<file path="config.mk">
export PLATFORM = sky130hd
export DESIGN_NAME = header_length_frame_deframer_unit
export DESIGN_NICKNAME = d
export VERILOG_FILES = /design/src/hlfd_pkg.sv /design/src/hlfd_cfg.sv /design/src/hlfd_store.sv /design/src/hlfd_ctrl.sv /design/src/header_length_frame_deframer_unit.sv
export VERILOG_INCLUDE_DIRS = /design/src /design/src/src
export SDC_FILE = /design/constraint.sdc
export NUM_CORES = 1
export LEC_CHECK = 0
export ABC_AREA = 0
export BUFFER_PORTS_ARGS = -buffer_cell sky130_fd_sc_hd__buf_2
export CAP_MARGIN = 10
export CORE_ASPECT_RATIO = 2
export CORE_MARGIN = 3
export CORE_UTILIZATION = 45
export DETAILED_ROUTE_END_ITERATION = 6
export PLACE_DENSITY = 0.64
export SYNTH_ARGS = -nofsm -noshare
export SYNTH_HDL_FRONTEND = slang
export SYNTH_HIERARCHICAL = 1
export SYNTH_SLANG_ARGS = --single-unit
</file>
<file path="constraint.sdc">
create_clock -name i_clk -period 6.1 [get_ports i_clk]
set_input_delay 0.61 -clock i_clk [delete_from_list [all_inputs] [get_ports i_clk]]
set_output_delay 0.61 -clock i_clk [all_outputs]
set_load 0.01 [all_outputs]
</file>
<file path="src/header_length_frame_deframer_unit_defines.svh">
// Assertion macros used by the deframer's scan sequencer.
`ifndef HEADER_LENGTH_FRAME_DEFRAMER_UNIT_DEFINES_SVH
`define HEADER_LENGTH_FRAME_DEFRAMER_UNIT_DEFINES_SVH
`ifndef ASSERT_OFF
`define HLFD_ASSERT_ALWAYS(label, expr, msg) \
    label: assert property (@(posedge i_clk) disable iff (!i_rst_n) (expr)) else $error(msg);
`define HLFD_ASSERT_IMPL(label, ante, cons, msg) \
    label: assert property (@(posedge i_clk) disable iff (!i_rst_n) (ante) |-> (cons)) \
        else $error(msg);
`else
`define HLFD_ASSERT_ALWAYS(label, expr, msg)
`define HLFD_ASSERT_IMPL(label, ante, cons, msg)
`endif
`endif

</file>
<file path="src/hlfd_pkg.sv">
// Types, constants and helpers of the header/length deframer.
`timescale 1ns / 1ps
`default_nettype none
package hlfd_pkg;
    localparam int BUFFER_BYTES_DEF = 32;
    localparam int HEADER_MAX_DEF   = 4;
    localparam int RESULT_CAP       = 64;

    localparam logic [1:0] KIND_FRAME = 2'd0;
    localparam logic [1:0] KIND_NOISE = 2'd1;
    localparam logic [1:0] KIND_BADLEN = 2'd2;
    localparam logic [1:0] KIND_OVF   = 2'd3;

    localparam logic [2:0] REG_HDR_PAT = 3'd0;
    localparam logic [2:0] REG_HDR_LEN = 3'd1;
    localparam logic [2:0] REG_LEN_OFF = 3'd2;
    localparam logic [2:0] REG_FORMAT  = 3'd3;
    localparam logic [2:0] REG_OVH     = 3'd4;
    localparam logic [2:0] REG_MIN     = 3'd5;
    localparam logic [2:0] REG_MAX     = 3'd6;
    localparam logic [2:0] REG_PAY_ST  = 3'd7;

    localparam logic [7:0] PAY_NONE = 8'd255;

    typedef struct packed {
        logic [31:0] hdr_pat;
        logic [2:0]  hdr_len;
        logic [7:0]  len_off;
        logic [3:0]  fmt;
        logic [7:0]  ovh;
        logic [15:0] min_f;
        logic [15:0] max_f;
        logic [7:0]  pay_st;
    } t_cfg;

    typedef struct packed {
        logic [1:0] kind;
        logic [7:0] data;
        logic       pay;
        logic       fend;
        logic [5:0] drop;
    } t_res;

    function automatic logic [7:0] f_hdr_byte(input logic [31:0] pat, input logic [2:0] k);
        logic [31:0] s;
        s = pat >> {k[1:0], 3'b000};
        return s[7:0];
    endfunction
endpackage
`default_nettype wire

</file>
<file path="src/hlfd_cfg.sv">
// APB register file holding the deframer configuration.
`timescale 1ns / 1ps
`default_nettype none
module hlfd_cfg (
    input  wire logic        i_clk,
    input  wire logic        i_rst_n,
    input  wire logic        psel,
    input  wire logic        penable,
    input  wire logic        pwrite,
    input  wire logic [4:0]  paddr,
    input  wire logic [31:0] pwdata,
    output logic [31:0]      prdata,
    output logic             pready,
    output hlfd_pkg::t_cfg   o_cfg
);
    import hlfd_pkg::*;

    t_cfg       r_cfg;
    logic [2:0] w_idx;

    assign w_idx  = paddr[4:2];
    assign pready = 1'b1;
    assign o_cfg  = r_cfg;

    always_ff @(posedge i_clk) begin
        if (!i_rst_n) begin
            r_cfg.hdr_pat <= '0;
            r_cfg.hdr_len <= 3'd1;
            r_cfg.len_off <= '0;
            r_cfg.fmt     <= '0;
            r_cfg.ovh     <= '0;
            r_cfg.min_f   <= '0;
            r_cfg.max_f   <= 16'hFFFF;
            r_cfg.pay_st  <= PAY_NONE;
        end else if (psel && penable && pwrite && pready) begin
            case (w_idx)
                REG_HDR_PAT: r_cfg.hdr_pat <= pwdata;
                REG_HDR_LEN: r_cfg.hdr_len <= pwdata[2:0];
                REG_LEN_OFF: r_cfg.len_off <= pwdata[7:0];
                REG_FORMAT:  r_cfg.fmt     <= pwdata[3:0];
                REG_OVH:     r_cfg.ovh     <= pwdata[7:0];
                REG_MIN:     r_cfg.min_f   <= pwdata[15:0];
                REG_MAX:     r_cfg.max_f   <= pwdata[15:0];
                REG_PAY_ST:  r_cfg.pay_st  <= pwdata[7:0];
                default: ;
            endcase
        end
    end

    always_comb begin
        case (w_idx)
            REG_HDR_PAT: prdata = r_cfg.hdr_pat;
            REG_HDR_LEN: prdata = {29'd0, r_cfg.hdr_len};
            REG_LEN_OFF: prdata = {24'd0, r_cfg.len_off};
            REG_FORMAT:  prdata = {28'd0, r_cfg.fmt};
            REG_OVH:     prdata = {24'd0, r_cfg.ovh};
            REG_MIN:     prdata = {16'd0, r_cfg.min_f};
            REG_MAX:     prdata = {16'd0, r_cfg.max_f};
            REG_PAY_ST:  prdata = {24'd0, r_cfg.pay_st};
            default:     prdata = '0;
        endcase
    end
endmodule
`default_nettype wire

</file>
<file path="src/hlfd_store.sv">
// Byte buffer memory: one write port, one registered read port.
`timescale 1ns / 1ps
`default_nettype none
module hlfd_store #(
    parameter int BUFFER_BYTES = hlfd_pkg::BUFFER_BYTES_DEF
) (
    input  wire logic                            i_clk,
    input  wire logic                            i_we,
    input  wire logic [$clog2(BUFFER_BYTES)-1:0] i_waddr,
    input  wire logic [7:0]                      i_wdata,
    input  wire logic                            i_re,
    input  wire logic [$clog2(BUFFER_BYTES)-1:0] i_raddr,
    output logic [7:0]                           o_rdata
);
    import hlfd_pkg::*;

    logic [7:0] r_mem [BUFFER_BYTES];
    logic [7:0] r_q;

    assign o_rdata = r_q;

    always_ff @(posedge i_clk) begin
        if (i_we) begin
            r_mem[i_waddr] <= i_wdata;
        end
    end

    // hold read data until the next read
    always_ff @(posedge i_clk) begin
        if (i_re) begin
            r_q <= r_mem[i_raddr];
        end
    end
endmodule
`default_nettype wire

</file>
<file path="src/hlfd_ctrl.sv">
// Scan sequencer: header hunt, length check, frame emission and result staging.
`timescale 1ns / 1ps
`default_nettype none
`include "header_length_frame_deframer_unit_defines.svh"
module hlfd_ctrl #(
    parameter int BUFFER_BYTES = hlfd_pkg::BUFFER_BYTES_DEF,
    parameter int HEADER_MAX   = hlfd_pkg::HEADER_MAX_DEF
) (
    input  wire logic                            i_clk,
    input  wire logic                            i_rst_n,
    input  wire hlfd_pkg::t_cfg                  i_cfg,
    input  wire logic                            i_in_valid,
    output logic                                 o_in_ready,
    input  wire logic [7:0]                      i_data_byte,
    output logic                                 o_out_valid,
    input  wire logic                            i_out_ready,
    output hlfd_pkg::t_res                       o_res,
    output logic                                 o_run_end,
    output logic                                 o_we,
    output logic [$clog2(BUFFER_BYTES)-1:0]      o_waddr,
    output logic [7:0]                           o_wdata,
    output logic                                 o_re,
    output logic [$clog2(BUFFER_BYTES)-1:0]      o_raddr,
    input  wire logic [7:0]                      i_rdata
);
    import hlfd_pkg::*;

    localparam int AW   = $clog2(BUFFER_BYTES);
    localparam int CW   = $clog2(BUFFER_BYTES + 1);
    localparam int OW   = ((CW > 9) ? CW : 9) + 1;
    localparam int HCAP = (HEADER_MAX < 4) ? HEADER_MAX : 4;

    typedef enum logic [17:0] {
        ST_IDLE   = 18'h00001,
        ST_START  = 18'h00002,
        ST_MRD    = 18'h00004,
        ST_MCMP   = 18'h00008,
        ST_KEEP   = 18'h00010,
        ST_DROP   = 18'h00020,
        ST_FOUND  = 18'h00040,
        ST_LGATE  = 18'h00080,
        ST_LRD    = 18'h00100,
        ST_LACC   = 18'h00200,
        ST_LCHK   = 18'h00400,
        ST_PAY    = 18'h00800,
        ST_ERD    = 18'h01000,
        ST_EEMIT  = 18'h02000,
        ST_DONE   = 18'h04000,
        ST_OVF    = 18'h08000,
        ST_APPEND = 18'h10000,
        ST_FINISH = 18'h20000
    } t_state;

    t_state        r_state;
    logic [AW-1:0] r_head;
    logic [CW-1:0] r_fill;
    logic [OW-1:0] r_pos;
    logic [2:0]    r_k;
    logic [2:0]    r_cnt;
    logic [2:0]    r_keep;
    logic          r_keep_mode;
    logic [31:0]   r_enc;
    logic [15:0]   r_total;
    logic [8:0]    r_plo;
    logic [15:0]   r_phi;
    logic [7:0]    r_byte;
    logic          r_appended;
    logic          r_pend_v;
    t_res          r_pend;
    logic          r_out_v;
    t_res          r_out;
    logic          r_out_end;
    logic [6:0]    r_nres;

    logic [2:0]    w_h;
    logic [2:0]    w_fsize;
    logic [2:0]    w_keep0;
    logic [OW-1:0] w_n;
    logic [OW-1:0] w_lenreq;
    logic [32:0]   w_total;
    logic          w_bad;
    logic          w_out_free;
    logic          w_can_emit;
    logic          w_emit;
    t_res          w_res;
    logic          w_drop;
    logic [CW-1:0] w_drop_n;
    logic [OW-1:0] w_off;
    logic          w_eq;
    logic [8:0]    w_plo;
    logic [32:0]   w_pend_hi;
    logic [16:0]   w_idx;
    logic          w_last;

    function automatic logic [AW-1:0] f_wrap(input logic [AW-1:0] base, input logic [AW:0] off);
        logic [AW:0] s;
        s = {1'b0, base} + off;
        if (s >= (AW+1)'(BUFFER_BYTES)) s = s - (AW+1)'(BUFFER_BYTES);
        return s[AW-1:0];
    endfunction

    function automatic logic [5:0] f_sat(input logic [CW-1:0] d);
        return (d > CW'(63)) ? 6'd63 : 6'(d);
    endfunction

    assign w_out_free = !r_out_v || i_out_ready;
    assign w_can_emit = !r_pend_v || w_out_free;
    assign o_in_ready = (r_state == ST_IDLE);
    assign o_out_valid = r_out_v;
    assign o_res      = r_out;
    assign o_run_end  = r_out_end;

    always_comb begin
        if (i_cfg.hdr_len == 3'd0)          w_h = 3'd1;
        else if (i_cfg.hdr_len > 3'(HCAP))  w_h = 3'(HCAP);
        else                                w_h = i_cfg.hdr_len;
        w_fsize  = {1'b0, i_cfg.fmt[3:2]} + 3'd1;
        w_n      = OW'(r_fill);
        w_keep0  = (w_n < OW'(w_h - 3'd1)) ? r_fill[2:0] : (w_h - 3'd1);
        w_lenreq = OW'(i_cfg.len_off) + OW'(w_fsize);
        w_total  = {1'b0, r_enc} + (i_cfg.fmt[1] ? 33'(i_cfg.ovh) : 33'd0);
        w_bad    = (w_total == 33'd0) || (w_total > 33'(i_cfg.max_f)) ||
                   (w_total < 33'(i_cfg.min_f));
        w_eq     = (i_rdata == f_hdr_byte(i_cfg.hdr_pat, r_k));
        w_idx    = 17'(r_pos);
        w_last   = (w_idx + 17'd1 == 17'(r_total));
        if (i_cfg.fmt[1]) begin
            w_plo = (i_cfg.pay_st == PAY_NONE) ? 9'(w_lenreq) : 9'(i_cfg.pay_st);
        end else begin
            w_plo = (i_cfg.pay_st == PAY_NONE) ? 9'd0 : 9'(i_cfg.pay_st);
        end
        w_pend_hi = 33'(w_plo) + 33'(r_enc);
    end

    // memory ports
    always_comb begin
        case (r_state)
            ST_MRD:  w_off = r_pos + OW'(r_k);
            ST_LRD:  w_off = OW'(i_cfg.len_off) + OW'(r_k);
            ST_ERD:  w_off = r_pos;
            default: w_off = '0;
        endcase
        o_re    = (r_state == ST_MRD) || (r_state == ST_LRD) || (r_state == ST_ERD);
        o_raddr = f_wrap(r_head, (AW+1)'(w_off));
        o_we    = (r_state == ST_APPEND);
        o_waddr = f_wrap(r_head, (AW+1)'(r_fill));
        o_wdata = r_byte;
    end

    // result and drop requests of the current state
    always_comb begin
        w_emit   = 1'b0;
        w_res    = '0;
        w_drop   = 1'b0;
        w_drop_n = '0;
        case (r_state)
            ST_DROP: begin
                w_drop_n = r_fill - CW'(r_keep);
                if (w_drop_n != '0 && w_can_emit) begin
                    w_emit     = 1'b1;
                    w_res.kind = KIND_NOISE;
                    w_res.drop = f_sat(w_drop_n);
                    w_drop     = 1'b1;
                end
            end
            ST_FOUND: begin
                w_drop_n = CW'(r_pos);
                if (r_pos != '0 && w_can_emit) begin
                    w_emit     = 1'b1;
                    w_res.kind = KIND_NOISE;
                    w_res.drop = f_sat(w_drop_n);
                    w_drop     = 1'b1;
                end
            end
            ST_LCHK: begin
                w_drop_n = CW'(1);
                if (w_bad && w_can_emit) begin
                    w_emit     = 1'b1;
                    w_res.kind = KIND_BADLEN;
                    w_res.drop = 6'd1;
                    w_drop     = 1'b1;
                end
            end
            ST_OVF: begin
                w_drop_n = CW'(1);
                if (w_can_emit) begin
                    w_emit     = 1'b1;
                    w_res.kind = KIND_OVF;
                    w_res.drop = 6'd1;
                    w_drop     = 1'b1;
                end
            end
            ST_EEMIT: begin
                w_drop_n = CW'(r_total);
                if (w_can_emit) begin
                    w_emit     = 1'b1;
                    w_res.kind = KIND_FRAME;
                    w_res.data = i_rdata;
                    w_res.pay  = (w_idx >= 17'(r_plo)) && (w_idx < 17'(r_phi));
                    w_res.fend = w_last;
                    w_drop     = w_last;
                end
            end
            default: ;
        endcase
    end

    // sequencer
    always_ff @(posedge i_clk) begin
        if (!i_rst_n) begin
            r_state    <= ST_IDLE;
            r_head     <= '0;
            r_fill     <= '0;
            r_appended <= 1'b0;
        end else begin
            if (w_drop) begin
                r_head <= f_wrap(r_head, (AW+1)'(w_drop_n));
                r_fill <= r_fill - w_drop_n;
            end
            case (r_state)
                ST_IDLE: begin
                    if (i_in_valid) begin
                        r_byte     <= i_data_byte;
                        r_appended <= 1'b0;
                        r_state    <= ST_START;
                    end
                end
                ST_START: begin
                    r_keep_mode <= 1'b0;
                    r_pos       <= '0;
                    r_k         <= '0;
                    r_cnt       <= w_h;
                    if (r_fill == '0) begin
                        r_state <= ST_DONE;
                    end else if (w_n >= OW'(w_h)) begin
                        r_state <= ST_MRD;
                    end else begin
                        r_keep_mode <= 1'b1;
                        r_keep      <= w_keep0;
                        r_state     <= ST_KEEP;
                    end
                end
                ST_MRD: r_state <= ST_MCMP;
                ST_MCMP: begin
                    if (w_eq && (r_k + 3'd1 == r_cnt)) begin
                        r_state <= r_keep_mode ? ST_DROP : ST_FOUND;
                    end else if (w_eq) begin
                        r_k     <= r_k + 3'd1;
                        r_state <= ST_MRD;
                    end else if (r_keep_mode) begin
                        r_keep  <= r_keep - 3'd1;
                        r_state <= ST_KEEP;
                    end else if (r_pos + OW'(1) + OW'(w_h) <= w_n) begin
                        r_pos   <= r_pos + OW'(1);
                        r_k     <= '0;
                        r_state <= ST_MRD;
                    end else begin
                        r_keep_mode <= 1'b1;
                        r_keep      <= w_keep0;
                        r_state     <= ST_KEEP;
                    end
                end
                ST_KEEP: begin
                    if (r_keep == 3'd0) begin
                        r_state <= ST_DROP;
                    end else begin
                        r_pos   <= w_n - OW'(r_keep);
                        r_cnt   <= r_keep;
                        r_k     <= '0;
                        r_state <= ST_MRD;
                    end
                end
                ST_DROP: begin
                    if (w_drop_n == '0 || w_emit) r_state <= ST_DONE;
                end
                ST_FOUND: begin
                    if (r_pos == '0) r_state <= ST_LGATE;
                    else if (w_emit) r_state <= ST_START;
                end
                ST_LGATE: begin
                    r_k   <= '0;
                    r_enc <= '0;
                    r_state <= (w_n < w_lenreq) ? ST_DONE : ST_LRD;
                end
                ST_LRD: r_state <= ST_LACC;
                ST_LACC: begin
                    if (i_cfg.fmt[0]) r_enc <= r_enc | (32'(i_rdata) << {r_k[1:0], 3'b000});
                    else              r_enc <= {r_enc[23:0], i_rdata};
                    r_k <= r_k + 3'd1;
                    r_state <= (r_k + 3'd1 == w_fsize) ? ST_LCHK : ST_LRD;
                end
                ST_LCHK: begin
                    r_total <= w_total[15:0];
                    if (w_bad) begin
                        if (w_emit) r_state <= ST_START;
                    end else if (33'(r_fill) < w_total) begin
                        r_state <= ST_DONE;
                    end else begin
                        r_state <= ST_PAY;
                    end
                end
                ST_PAY: begin
                    r_plo <= w_plo;
                    if (i_cfg.fmt[1]) begin
                        r_phi <= (w_pend_hi > 33'(r_total)) ? r_total : w_pend_hi[15:0];
                    end else begin
                        r_phi <= (i_cfg.pay_st == PAY_NONE) ? 16'd0 : r_total;
                    end
                    r_pos   <= '0;
                    r_state <= ST_ERD;
                end
                ST_ERD: r_state <= ST_EEMIT;
                ST_EEMIT: begin
                    if (w_emit) begin
                        r_pos   <= r_pos + OW'(1);
                        r_state <= w_last ? ST_START : ST_ERD;
                    end
                end
                ST_DONE: begin
                    if (r_appended)                     r_state <= ST_FINISH;
                    else if (w_n >= OW'(BUFFER_BYTES)) r_state <= ST_OVF;
                    else                                r_state <= ST_APPEND;
                end
                ST_OVF: begin
                    if (w_emit) r_state <= ST_START;
                end
                ST_APPEND: begin
                    r_fill     <= r_fill + CW'(1);
                    r_appended <= 1'b1;
                    r_state    <= ST_START;
                end
                ST_FINISH: begin
                    if (!r_pend_v || w_out_free) r_state <= ST_IDLE;
                end
                default: r_state <= ST_IDLE;
            endcase
        end
    end

    // one result stays pending so the last of a run can be marked
    always_ff @(posedge i_clk) begin
        if (!i_rst_n) begin
            r_pend_v <= 1'b0;
            r_out_v  <= 1'b0;
            r_nres   <= '0;
        end else begin
            if (r_state == ST_IDLE) r_nres <= '0;
            if (w_emit && r_nres < 7'(RESULT_CAP)) begin
                r_nres   <= r_nres + 7'd1;
                r_pend_v <= 1'b1;
                r_pend   <= w_res;
                if (r_pend_v) begin
                    r_out_v   <= 1'b1;
                    r_out     <= r_pend;
                    r_out_end <= 1'b0;
                end else if (i_out_ready) begin
                    r_out_v <= 1'b0;
                end
            end else if (r_state == ST_FINISH && r_pend_v && w_out_free) begin
                r_out_v   <= 1'b1;
                r_out     <= r_pend;
                r_out_end <= 1'b1;
                r_pend_v  <= 1'b0;
            end else if (i_out_ready) begin
                r_out_v <= 1'b0;
            end
        end
    end

    `HLFD_ASSERT_ALWAYS(a_fill_bound, r_fill <= CW'(BUFFER_BYTES), "fill above buffer size")
    `HLFD_ASSERT_ALWAYS(a_head_bound, 32'(r_head) < BUFFER_BYTES, "head pointer out of range")
    `HLFD_ASSERT_IMPL(a_accept_clean, i_in_valid && o_in_ready, !r_pend_v, "result left pending")
    `HLFD_ASSERT_ALWAYS(a_cap, r_nres <= 7'(RESULT_CAP), "result count above cap")
endmodule
`default_nettype wire

</file>
<file path="src/header_length_frame_deframer_unit.sv">
// Top level of the header/length-field frame deframer.
// Scheduling: a new byte is taken only after the previous one is fully processed; a header
//   hunt reads and compares the header bytes one at a time at each position, and a byte
//   runs up to three scans (before an overflow drop, after it, after the append).
// Input: one byte at a time; stalled result beats hold the scan.
// Reset: sync active-low; clears fill level, head pointer, result staging; config to defaults.
`timescale 1ns / 1ps
`default_nettype none
module header_length_frame_deframer_unit #(
    parameter int BUFFER_BYTES = hlfd_pkg::BUFFER_BYTES_DEF,
    parameter int HEADER_MAX   = hlfd_pkg::HEADER_MAX_DEF
) (
    input  wire logic        i_clk,
    input  wire logic        i_rst_n,
    // configuration port
    input  wire logic        psel,
    input  wire logic        penable,
    input  wire logic        pwrite,
    input  wire logic [4:0]  paddr,
    input  wire logic [31:0] pwdata,
    output logic [31:0]      prdata,
    output logic             pready,
    // input byte beats
    input  wire logic        i_in_valid,
    output logic             o_in_ready,
    input  wire logic [7:0]  i_data_byte,
    // result beats
    output logic             o_out_valid,
    input  wire logic        i_out_ready,
    output logic [1:0]       o_kind,
    output logic [7:0]       o_frame_byte,
    output logic             o_in_payload,
    output logic             o_frame_end,
    output logic [5:0]       o_drop_count,
    output logic             o_run_end
);
    import hlfd_pkg::*;

    localparam int AW = $clog2(BUFFER_BYTES);

    t_cfg          w_cfg;
    t_res          w_res;
    logic          w_we;
    logic [AW-1:0] w_waddr;
    logic [7:0]    w_wdata;
    logic          w_re;
    logic [AW-1:0] w_raddr;
    logic [7:0]    w_rdata;

    // register file; the user must write it only while the block is idle; the block does not enforce this
    hlfd_cfg u_cfg (
        .i_clk   (i_clk),
        .i_rst_n (i_rst_n),
        .psel    (psel),
        .penable (penable),
        .pwrite  (pwrite),
        .paddr   (paddr),
        .pwdata  (pwdata),
        .prdata  (prdata),
        .pready  (pready),
        .o_cfg   (w_cfg)
    );

    // circular byte buffer; the sequencer keeps head and fill level
    hlfd_store #(.BUFFER_BYTES(BUFFER_BYTES)) u_store (
        .i_clk   (i_clk),
        .i_we    (w_we),
        .i_waddr (w_waddr),
        .i_wdata (w_wdata),
        .i_re    (w_re),
        .i_raddr (w_raddr),
        .o_rdata (w_rdata)
    );

    // scan sequencer: hunt header, check length, emit frame, stage results
    hlfd_ctrl #(.BUFFER_BYTES(BUFFER_BYTES), .HEADER_MAX(HEADER_MAX)) u_ctrl (
        .i_clk       (i_clk),
        .i_rst_n     (i_rst_n),
        .i_cfg       (w_cfg),
        .i_in_valid  (i_in_valid),
        .o_in_ready  (o_in_ready),
        .i_data_byte (i_data_byte),
        .o_out_valid (o_out_valid),
        .i_out_ready (i_out_ready),
        .o_res       (w_res),
        .o_run_end   (o_run_end),
        .o_we        (w_we),
        .o_waddr     (w_waddr),
        .o_wdata     (w_wdata),
        .o_re        (w_re),
        .o_raddr     (w_raddr),
        .i_rdata     (w_rdata)
    );

    assign o_kind       = w_res.kind;
    assign o_frame_byte = w_res.data;
    assign o_in_payload = w_res.pay;
    assign o_frame_end  = w_res.fend;
    assign o_drop_count = w_res.drop;
endmodule
`default_nettype wire

</file>
# == Yosys cells after proc, flatten, opt, wreduce, memory -nomap -nowiden ==
# Memory sizes are Yosys's and may differ from the RTL's. A register that Yosys moved wholly into a read port is not among the register bits.
# Index checks and enable logic that the tools add are counted.
# totals
word_cells,298
regBits,272
memories,1
ram_bits,256
# memory_table
memory,depth,word_bits,rd,rd_ports_with_merged_regs,write_ports,line_no,text
u_store.r_mem,32,8,1,1,1,hlfd_store.sv:17,logic [7:0] r_mem [BUFFER_BYTES];
# classes
shifts,2
reduce_logical,63
n_addsub,24
order_cmp,18
eq_ne,45
n_mux,108
n_bitwise,1
# ops
cell,n
18-bit one-hot mux with 18 select lines,1
18-bit two-way mux,15
32-bit one-hot mux with 8 select lines,1
33-bit by 16-bit > comparator with 1-bit output,2
32-bit one-hot mux with 2 select lines,1
10-bit two-way mux,6
16-bit two-way mux,3
6-bit one-hot mux with 4 select lines,2
3-bit two-way mux,15
6-bit two-way mux,7
10-bit one-hot mux with 4 select lines,1
32-bit by 33-bit adder with 33-bit output,1
9-bit by 32-bit adder with 33-bit output,1
33-bit zero test,1
33-bit by 16-bit < comparator with 1-bit output,1
6-bit by 33-bit < comparator with 1-bit output,1
32-bit two-way mux,1
32-bit OR,1
8-bit by 5-bit left shift with 32-bit output,1
32-bit by 5-bit >> shifter with 8-bit output,1
15-bit two-way mux,2
2-bit AND reduction,14
1-bit two-way mux,27
5-bit two-way mux,5
85 further kinds,150

# == Logic depth before layout (Yosys ltp) ==
# Gate-level depths: netlist of run 1.
# logic_depth
ltp_word,11
depth_mapped,27
mapped_depth_nobuf,26

# == Cells and area by module ==
# Netlist of run 1, hierarchy kept.
# by_module_without_submodules
mod,area_per_inst_um2,cells_each,n_inst
hlfd_ctrl,14386.3,1565,1
hlfd_store,10133.5,417,1
hlfd_cfg,4154.0,534,1

# == Worst setup path before layout of run 1 ==
# No wires, ideal clock.
# synth_path
kind,register -> register
start,register u_cfg.r_cfg (netlist bit u_cfg/o_cfg[50])
end,register u_ctrl.r_phi[1] (data pin)
required_ns,5.836
setup_slack_ns,0.472
setup_time_ns,0.264
stages_incl_launch_ff,24
arrival_time_ns,5.364
path_buffers,1
period_less_slack_ns,5.628
path_cell_list,dfxtp_1 ha_1 inv_1 fa_1 o31ai_1 ha_1 a21oi_1 o21a_1 o21ai_0 a31o_2 a21oi_1 nor2_1 xor2_1 ha_1 nand4_1 nor4_1 o211ai_1 a311oi_1 nand4_1 or4_1 nor4_4 buf_6 mux2i_1 o21ai_1
# synth_between
elab_chain_len,8
# synth_rtl
element,line_no,text
start: declaration,hlfd_cfg.sv:18,t_cfg r_cfg;
2-bit by 1-bit adder with 3-bit output (*),hlfd_ctrl.sv:117,"w_fsize = {1'b0, i_cfg.fmt[3:2]} + 3'd1;"
8-bit by 3-bit adder with 9-bit output (*),hlfd_ctrl.sv:120,w_lenreq = OW'(i_cfg.len_off) + OW'(w_fsize);
9-bit two-way mux (*),hlfd_ctrl.sv:128,w_plo = (i_cfg.pay_st == PAY_NONE) ? 9'(w_lenreq) : 9'(i_cfg.pay_st);
9-bit two-way mux (*),hlfd_ctrl.sv:127,if (i_cfg.fmt[1]) begin
via u_ctrl.w_plo[1],hlfd_ctrl.sv:90,logic [8:0] w_plo;
9-bit by 32-bit adder with 33-bit output (*),hlfd_ctrl.sv:132,w_pend_hi = 33'(w_plo) + 33'(r_enc);
33-bit by 16-bit > comparator with 1-bit output,hlfd_ctrl.sv:305,r_phi <= (w_pend_hi > 33'(r_total)) ? r_total : w_pend_hi[15:0];
16-bit two-way mux (*),hlfd_ctrl.sv:305,
16-bit two-way mux (*),hlfd_ctrl.sv:304,if (i_cfg.fmt[1]) begin
end signal: assignment,hlfd_ctrl.sv:305,
end signal: assignment,hlfd_ctrl.sv:307,r_phi <= (i_cfg.pay_st == PAY_NONE) ? 16'd0 : r_total;
end: declaration,hlfd_ctrl.sv:65,logic [15:0] r_phi;
# The timed path passes the listed nets; every way through them passes the cells marked *.
# A chain may end at the register's enable or synchronous reset.

# == Worst setup path in the final report of run 1 ==
# layout_path
start,register u_cfg.r_cfg (netlist bit u_cfg/o_cfg[51])
end,register u_ctrl.r_phi[1] (data pin)
# layout_between
elab_chain_len,8
# layout_rtl
element,line_no
2-bit by 1-bit adder with 3-bit output,hlfd_ctrl.sv:117
8-bit by 3-bit adder with 9-bit output,hlfd_ctrl.sv:120
9-bit two-way mux,hlfd_ctrl.sv:128
9-bit two-way mux,hlfd_ctrl.sv:127
via u_ctrl.w_plo[3],hlfd_ctrl.sv:90
9-bit by 32-bit adder with 33-bit output,hlfd_ctrl.sv:132
33-bit by 16-bit > comparator with 1-bit output,hlfd_ctrl.sv:305
16-bit two-way mux,hlfd_ctrl.sv:305
16-bit two-way mux,hlfd_ctrl.sv:304
# The timed path passes the listed nets, and every way through them passes these cells.

==> results.toml, run 1 <==
[run_status]
status = "complete, but fails checks"
violations = "DRC"

[clock_tree]
cts_buffers = 48
cts_tree = "done"
htree_levels = 2
clock-root-buffer = "clkbuf_16"
cts_hold_buf = 0
clk_pin_slew_worst_paths_ns = 0.07
clock_sinks = 536
clock_latency_ns = 0.62
clockBufferDepth = 3

[timing]
fin_crit_sh_pct = 97.0
fmax_mhz = 169
skew_ns = 0.0271
worstMarginPinSlew_ns = 1.29
rsz0062_at_grt = "yes"
maxSlewViolCount = 0
timing.hold.ws_ns = 0.174
finalSetupViolations = 0
period_needed_ns = 5.92
finalHoldViolCount = 0
setup_ws_ns = 0.182
worst_slew_margin_rel_pct = 13.6

[logic_synthesis]
synth_cells = 2516
synth_cell_types = 93
synthArstFlopShare_pct = 0
synth_area_sq_um = 28700
synth_most_common_cell = "edfxtp_1"
syn_avg_cell_area_sq_um = 11.4
yosys.area.top_type_share_pct = 42.1
synth-main-ff-cell = "edfxtp_1"
synth_top_area_cell = "edfxtp_1"
yosys-top-cells-count = "402 x edfxtp_1, 215 x nand2_1, 172 x nand3_1"
synth_edf_count = 402
synth_seq_cells = 536
syn_nets = 2719
yosys_warnings = 6
yosys-top-cells-area = "edfxtp_1 42%, dfxtp_1 9.4%, mux4_2 6.9%, ha_1 6.2%, nand3_1 3.0%"
yosysSeqAreaShare_pct = 51.5

[routing]
antenna_left = 0
dr_wl_met2_um = 47900
m1WireLength_um = 27900
vias_per_cell = 6.13
drt-pass1-iter-count = 7
top_layer = "met5"
wire_per_inst_um = 25.4
num_vias = 21400
drt-initial-drc-count = 1579
drc = 2
dr_wl_met3_um = 4450
wl_um = 88400

[die]
fp.coreArea_sq_um = 62900
die_width_um = 184
ios = 106
dieArea_sq_um = 67000
die_y_um = 363
row_count = 130
initial_utilization_pct = 45.6

[global_routing]
grt_pass1_wl_um = 130000
overflow = 0
grt_max_degree = 121
first_global_vias = 21300
antenna_found_initial = 6
grt_use_total_pct = 26.0

[power]
power_frac_seq_pct = 53.5
p_int_mw = 5.77
ir_worst_vdd_v = 0.000313
powerDensity_nw_per_um2 = 234
p_sw_share_pct = 24.0
power_frac_clock_pct = 39.8
leakagePower_nw = 12.3
combinationalPowerShare_pct = 6.7
p_sw_mw = 1.82

[place]
portBuffers = 102
hpwl_um = 67200
preCtsSetupSlack_ns = -0.0641
place_inst = 3371
gp_congestion = 0.979

[critical_path]
required_ns = 6.45
critPathArrivalTime_ns = 6.26
cpMaxStageDelayCell = "or4_4"
critical_path_class = "reg2reg"
path_max_fanout = 8
slowest_delay_ns = 0.45
reg2reg_depth = 28
cp-start-kind = "flip-flop"
worstSetupEndpointType = "flip-flop"

[final_layout]
final_cells = 3485
final_nets = 2853
drive_above_1_share_pct = 18.3
area.growth.synth_to_final_pct = 13.3

[hold_path]
hold_depth = 1
hold_class = "in2reg"

[flow_run]
drv_cap = 0
[flip-flops by register name, indices dropped and copies added (netlist names), 5 cells and up]
name,flops
u_store/r_mem,256
u_cfg/o_cfg,95
u_ctrl/r_enc,32
u_ctrl/o_res,18
u_ctrl/r_pend,18
u_ctrl/r_state,18
u_ctrl/r_phi,16
u_ctrl/r_total,16
u_ctrl/r_pos,10
u_ctrl/r_plo,9
u_ctrl/o_wdata,8
u_store/o_rdata,8
u_ctrl/r_nres,7
u_ctrl/r_fill,6
u_ctrl/r_head,5
[per-layer routing]
| layer | track usage, % | up-vias |
|---|---|---|
| li1 | - | 9672 |
| met1 | 25.5 | 10400 |
| met2 | 49.1 | 916 |
| met3 | 3.11 | 345 |
| met4 | 18.5 | 4 |
| met5 | 0 | - |
[layout by cell type (no fill, tap or decap), types with 14 or more instances in the layout]
| cell type | count |
|---|---|
| nor4_1 | 21 |
| o21ai_1 | 15 |
| a211oi_1 | 37 |
| edfxtp_1 | 402 |
| clkbuf_16 | 49 |
| and3_1 | 26 |
| nand4_1 | 42 |
| a22oi_1 | 20 |
| nor3_1 | 34 |
| a21oi_1 | 92 |
| xnor2_1 | 61 |
| and2_1 | 32 |
| ha_1 | 131 |
| mux2i_1 | 29 |
| o21ai_0 | 104 |
| buf_2 | 101 |
| nand3_1 | 170 |
| nor2b_1 | 19 |
| a21o_1 | 54 |
| inv_1 | 148 |
| dfxtp_1 | 131 |
| mux4_2 | 88 |
| nand2_1 | 213 |
| nand2b_1 | 26 |
| or3_1 | 16 |
| mux2_2 | 14 |
| buf_4 | 101 |
| xor2_1 | 34 |
| nand3b_1 | 16 |
| o21a_1 | 16 |
| nor2_1 | 153 |
[cell families after synthesis]
kind of cell | Yosys count | share of synthesized area, %
mux | 131 | 8.47
compound gates | 467 | 10.8
simple gates | 845 | 15.0
fa+ha+maj | 151 | 6.85
buf+inv | 279 | 4.12
flops | 536 | 51.5
xor+xnor | 106 | 3.29
other cells | 1 | 0.0131
[through the flow]
stage	instance area, sq um	power [mW]	util, %	setup TNS [ns]
after floorplan	28700	4.40	-	0
final	32500	7.59	51.6	0
after detailed placement	30300	4.60	48.2	-0.556
after global placement	30300	4.59	48.2	0
after CTS	31900	7.62	50.7	0
after global routing	32500	7.84	51.6	-1.52
[repair_timing]
item	4_1_cts	5_1_grt
gates resized for setup	4	84
gates cloned	0	1
setup buffers	0	20
pin swaps	0	42
setup endpoints to repair	13	36
[power by group through the flow]
stage	clock, mW	combinational, mW	sequential [mW]
floorplan	0	0.302	4.09
CTS	3.09	0.466	4.06
detailed placement	0	0.462	4.14
global route	3.22	0.553	4.07
global placement	0	0.454	4.14
finish	3.02	0.509	4.06
[worst paths after layout]
check / from / to / slack [ns]
worst max register to register: u_cfg/o_cfg[51] / u_ctrl/r_phi[1] / 0.18
worst min-delay path: i_data_byte[1] / u_ctrl/o_wdata[1] / 0.17
worst max-delay path: u_cfg/o_cfg[51] / u_ctrl/r_phi[1] / 0.18
worst min register to register: u_ctrl/r_pend[6] / u_ctrl/o_res[6] / 0.42
[critical path: cells and delay by family, from the launching register on]
family / cells / cell delay [ns]
AO/OA/AOI/OAI: 10 / 1.56
AND/OR/NAND/NOR: 7 / 1.50
adder cells (fa/ha/maj): 4 / 1.15
buffers and inverters: 4 / 0.64
flip-flops: 1 / 0.34
XOR/XNOR: 2 / 0.28
multiplexers: 1 / 0.18
[area by class of cell]
type                       instances  area [sq um]
clock buffer                      58          1240
timing repair buffer             212          1430
fill                            5419         30500
sequential                       536         14800
tap                              792           991
multi-input combinational       1701         13200
antenna                            4          10.0
clock inverter                    31           305
inverter                         151           569
No activity file was read; power rests on OpenSTA's default activity.
==> run 2, diff against run 1 <==
GPL_ROUTABILITY_DRIVEN = 0   (was unset)
SYNTH_HIERARCHICAL = unset   (was 1)
==> run 2 against run 1 <==
Against the previous run: largest cell class unchanged; clock skew fell by 0.0012 ns; the flow now finishes without violations; total power fell by 1.3%; first-iteration DRC count rose by 13%; final area fell by 1.6%; critical path type unchanged; combinational power fell by 27%; flip-flop and latch count did not move.
==> results.toml, run 2 <==
[logic_synthesis]
syn_avg_cell_area_sq_um = 11.3
synth-main-ff-cell = "edfxtp_1"
yosys.area.top_type_share_pct = 42.4
synth_cells = 2520
yosys-top-cells-area = "edfxtp_1 42%, dfxtp_1 9.4%, ha_1 6.3%, mux4_2 6.1%, nand2_1 3.4%"
synth_edf_count = 402
synth_most_common_cell = "edfxtp_1"
yosys_warnings = 0
yosys-top-cells-count = "402 x edfxtp_1, 258 x nand2_1, 206 x nor2_1"
synth_area_sq_um = 28400
synth_cell_types = 84
synth_seq_cells = 536
synth_top_area_cell = "edfxtp_1"
synthArstFlopShare_pct = 0
yosysSeqAreaShare_pct = 51.9

[power]
leakagePower_nw = 11.8
ir_worst_vdd_v = 0.000207
powerDensity_nw_per_um2 = 234

[global_routing]
overflow = 0
grt_max_degree = 79
first_global_vias = 21500
antenna_found_initial = 3
grt_pass1_wl_um = 128000
grt_use_total_pct = 25.5

[run_status]
status = "finished clean"

[routing]
num_vias = 20800
drt-initial-drc-count = 1787
top_layer = "met4"
dr_wl_met3_um = 3960
wl_um = 85500
wire_per_inst_um = 24.7
drt-pass1-iter-count = 5
vias_per_cell = 6.02
dr_wl_met2_um = 45800
drc = 0
antenna_left = 0
m1WireLength_um = 27600

[die]
initial_utilization_pct = 45.7
die_width_um = 184
ios = 106
row_count = 129
dieArea_sq_um = 66500
fp.coreArea_sq_um = 62300
die_y_um = 362

[critical_path]
cp-start-kind = "flip-flop"
slowest_delay_ns = 0.42
critical_path_class = "reg2reg"
crit_start = "u_cfg.o_cfg[50]"
critPathCapture = "u_ctrl.r_phi[4]"
rrSetupSlack_ns = 0.28
critPathArrivalTime_ns = 6.11
cpMaxStageDelayCell = "fa_1"
reg2reg_depth = 31
regToRegEndpoint = "u_ctrl.r_phi[4]"
path_max_fanout = 6
reg2reg_from = "u_cfg.o_cfg[50]"
required_ns = 6.39
worstSetupEndpointType = "flip-flop"

[final_layout]
fillers = 5445
largest_reg_flops = 256
fin_area_sq_um = 32000
final_cell_mix = "402 x edfxtp_1, 257 x nand2_1, 204 x nor2_1, 141 x ha_1, 139 x a21oi_1"
drive_above_1_share_pct = 15.8
multi_input_area_sq_um = 12900
seqCellArea_sq_um = 14800
area.growth.synth_to_final_pct = 12.3
final_nets = 2839
top_register = "u_store.r_mem"
layout_commonest_cell = "edfxtp_1"

[clock_tree]
cts_tree = "done"
clockBufferDepth = 3
cts_hold_buf = 0
htree_levels = 2
cts_buffers = 48
clk_pin_slew_worst_paths_ns = 0.07
clock_sinks = 536
clock_latency_ns = 0.60
clock-root-buffer = "clkbuf_16"

[hold_path]
min_from = "i_data_byte[5]"
hold_class = "in2reg"

[place]
preCtsSetupSlack_ns = -0.0903
portBuffers = 102
dpl_cell_area_sq_um = 30200
hpwl_um = 63700

[timing]
period_needed_ns = 5.82
finalSetupViolations = 0
setup_ws_ns = 0.279
finalHoldViolCount = 0
fmax_mhz = 172
timing.hold.ws_ns = 0.197
worstMarginPinSlew_ns = 1.21
fin_crit_sh_pct = 95.4
maxSlewViolCount = 0
skew_ns = 0.0259
worst_slew_margin_rel_pct = 18.7

[flow_run]
drv_cap = 0
[run 2: changes by cell type after synthesis, sizes merged, moves of 32 or more]
cell    before  now
buf         62   25
nand2      216  258
a21oi      100  142
nand3      172   59
o21ai      124   92
mux2i       29   64
clkbuf      66  107
nor2       156  206
[run 2: layout make-up]
| type | count | share of cell area (%) |
|---|---|---|
| multi-input cells | 1716 | 40.2 |
| clock inverters | 24 | 0.713 |
| flip-flops and latches | 536 | 46.2 |
| clock buffers | 64 | 4.24 |
| well taps | 786 | 3.08 |
| diodes | 2 | 0.0157 |
| inverters | 138 | 1.62 |
| repair buffers | 194 | 3.90 |
[run 2: worst min path at each step]
stage,endpoint,slack [ns],depth (start not counted)
6_report,u_ctrl.o_wdata[5],0.20,1
4_1_cts,u_ctrl.o_wdata[6],0.17,1
5_1_grt,u_ctrl.o_wdata[7],0.19,1
3_3_place_gp,u_ctrl.o_res[10],0.40,0
3_5_place_dp,u_ctrl.o_res[12],0.41,0
2_1_floorplan,u_ctrl.o_res[0],0.40,0
[run 2: routing by layer]
layer / GRT usage, % / vias to the layer above
met5: 0 / -
met4: 18.9 / 0
met3: 3.12 / 319
met2: 47.6 / 821
met1: 25.5 / 10200
li1: - / 9525
[run 2: critical path: cells and delay by family, from the launching register on]
kind	cells	cell delay, ns
adders and majority gates	4	1.22
DFF	1	0.35
AOI/OAI and AO/OA	7	0.95
and+or+nand+nor	12	1.85
xor gates and xnor gates	2	0.38
buffers and inverters	6	0.78
[run 2: where the power goes]
part	internal, mW	switching (mW)
Clock	1.73	1.36
Combinational	0.139	0.234
Sequential	3.95	0.0691
[run 2: cell families after synthesis]
| logic type | synth area share [%] |
|---|---|
| AOI/OAI and AO/OA | 11.1 |
| xor gates and xnor gates | 3.54 |
| adders and majority gates | 6.99 |
| buffers and inverters | 3.64 |
| DFF | 51.9 |
| muxes | 9.31 |
| other | 0.0132 |
| and+or+nand+nor | 13.6 |
[run 2: what timing repair did]
action,CTS,global route
resized for setup,4,20
buffers inserted,0,5
cloned,1,0
pin swaps,1,3
endpoints found under the setup margin,7,36
[run 2: through the flow]
step                      power, mW  instances  utilization [%]  TNS (ns)
final                          7.49       3460             51.3         0
after global routing           7.71       3458             51.3   -0.0278
after CTS                      7.52       3452             51.1         0
after detailed placement       4.46       3363             48.5    -0.331
after global placement         4.45       3363             48.5    -0.406
after floorplan                4.29       2522                -         0
==> run 3, diff against run 2 <==
CORE_UTILIZATION = 63   (was 45)
PLACE_DENSITY = 0.84   (was 0.64)
==> run 3 against run 2 <==
Against the previous run: critical path depth decreased by 15; routed wire length shrank 0.23%; sequential power is essentially flat; final cell count down 7.3%; critical endpoint is now u_store.o_rdata[7]; clock-buffer cell count decreased by 10; first-iteration DRC count increased by 10%; largest power group unchanged; highest routed layer is now met5; die area shrank 28%; combinational power is 5% higher; flip-flop and latch count stayed put; register-to-register slack worse by 0.07 ns.
==> results.toml, run 3 (same netlist as run 2, synthesis figures left out) <==
[routing]
wl_um = 85300
drc = 0
drt-initial-drc-count = 1974
drt-pass1-iter-count = 7
num_vias = 22100
wire_per_inst_um = 26.6
vias_per_cell = 6.90
antenna_left = 0

[global_routing]
grt_use_total_pct = 35.2
overflow = 0
first_global_vias = 22700
antenna_found_initial = 6
use_met3_pct = 6.04
grt_use_met2_pct = 60.6
grt_max_degree = 82
grt_pass1_wl_um = 128000
top_usage_layer = "met2"
use_met1_pct = 35.0

[critical_path]
worstSetupEndpointType = "flip-flop"
path_max_fanout = 25
required_ns = 6.42
cp-start-kind = "flip-flop"
critPathArrivalTime_ns = 6.21
rrSetupSlack_ns = 0.21
reg2reg_depth = 16
reg2reg_from = "u_ctrl.r_state[1]"
critical_path_class = "reg2reg"
regToRegEndpoint = "u_store.o_rdata[7]"

[final_layout]
final_nets = 2820
final_cell_mix = "402 x edfxtp_1, 257 x nand2_1, 202 x nor2_1, 140 x ha_1, 139 x a21oi_1"
largest_reg_flops = 256
final_cells = 3208
top_register = "u_store.r_mem"
area.growth.synth_to_final_pct = 10.7
drive_above_1_share_pct = 15.5
layout_commonest_cell = "edfxtp_1"
fin_area_sq_um = 31500

[clock_tree]
cts_buffers = 45
clock_sinks = 536
clock-root-buffer = "clkbuf_16"
clk_pin_slew_worst_paths_ns = 0.07
clock_latency_ns = 0.58
cts_hold_buf = 0
clockBufferDepth = 3
htree_levels = 2
cts_tree = "done"

[place]
preCtsSetupSlack_ns = -0.294
hpwl_um = 60900
dpl_cell_area_sq_um = 29700
portBuffers = 102
place_inst = 3111

[die]
dieArea_sq_um = 47900
fp.coreArea_sq_um = 44500
initial_utilization_pct = 64.0
ios = 106
die_width_um = 156
die_y_um = 307
row_count = 109

[power]
finalPower_mw = 7.32
powerDensity_nw_per_um2 = 232
leakagePower_nw = 11.6
ir_worst_vdd_v = 0.000370

[flow_run]
drv_cap = 0

[run_status]
status = "finished clean"

[timing]
finalHoldViolCount = 0
fmax_mhz = 170
period_needed_ns = 5.89
worst_slew_margin_rel_pct = 10.1
maxSlewViolCount = 0
fin_crit_sh_pct = 96.5
skew_ns = 0.0195
worstMarginPinSlew_ns = 1.34
setup_ws_ns = 0.211
finalSetupViolations = 0

[hold_path]
hold_class = "in2reg"
hold_depth = 1
hold-path-endpoint = "u_ctrl.o_wdata[4]"
min_from = "i_data_byte[4]"
## run 3: report_power, final
group | total [mW] | switching (mW) | leakage, nW | internal [mW]
clock | 2.92 | 1.38 | 0.712 | 1.54
sequential | 4.01 | 0.0631 | 4.75 | 3.95
combinational | 0.391 | 0.248 | 6.19 | 0.143
## run 3: per-stage QoR
stage               hold slack [ns]  utilization, %  TNS [ns]
finish                        0.207            70.8         0
global route                  0.198            70.8   -0.0298
CTS                           0.190            70.2         0
detailed placement            0.407            66.9     -3.14
global placement              0.402            66.9    -0.146
floorplan                     0.400               -         0
## run 3: worst max path at each step
stage,from,end,slack (ns),cells after the start
6_report,u_ctrl.r_state[1],u_store.o_rdata[7],0.21,16
5_1_grt,u_cfg.o_cfg[50],u_ctrl.r_phi[3],-0.02,29
4_1_cts,u_cfg.o_cfg[50],u_ctrl.r_phi[4],0.05,26
3_5_place_dp,u_cfg.o_cfg[50],u_ctrl.r_phi[4],-0.29,26
3_3_place_gp,u_cfg.o_cfg[50],u_ctrl.r_phi[3],-0.02,26
2_1_floorplan,u_cfg.o_cfg[50],u_ctrl.r_phi[0],0.41,24
## run 3: critical path, stage by stage (launching register included)
cell	delay, ns
dfxtp_1	0.36
nor4_1	0.56
nand4_1	0.26
nor3b_1	0.45
nand4b_1	0.45
mux2_2	0.36
ha_1	0.16
inv_1	0.06
fa_1	0.48
o21ai_0	0.18
fa_2	0.85
buf_4	0.41
mux4_2	0.36
mux2i_1	0.17
nor2_1	0.08
a21oi_1	0.31
o21ai_0	0.14
## run 3: area by class of cell
class | instances | area [sq um]
timing repair buffer | 178 | 1170
clock inverter | 29 | 278
tap | 555 | 694
multi-input combinational | 1716 | 12900
fill | 2957 | 13000
sequential | 536 | 14800
clock buffer | 54 | 1190
antenna | 2 | 5.00
inverter | 138 | 518
## run 3: repair_timing
item                                    in CTS  in global routing
buffers inserted                             0                  8
pin swaps                                    0                 11
endpoints found under the setup margin      16                 61
gates cloned                                 0                  1
resized for setup                            5                 29
## run 3: metal layers
metal	wire, um	up-vias
li1	-	9482
met1	25200	10500
met2	42700	1505
met3	6800	608
met4	10500	8
met5	45	-
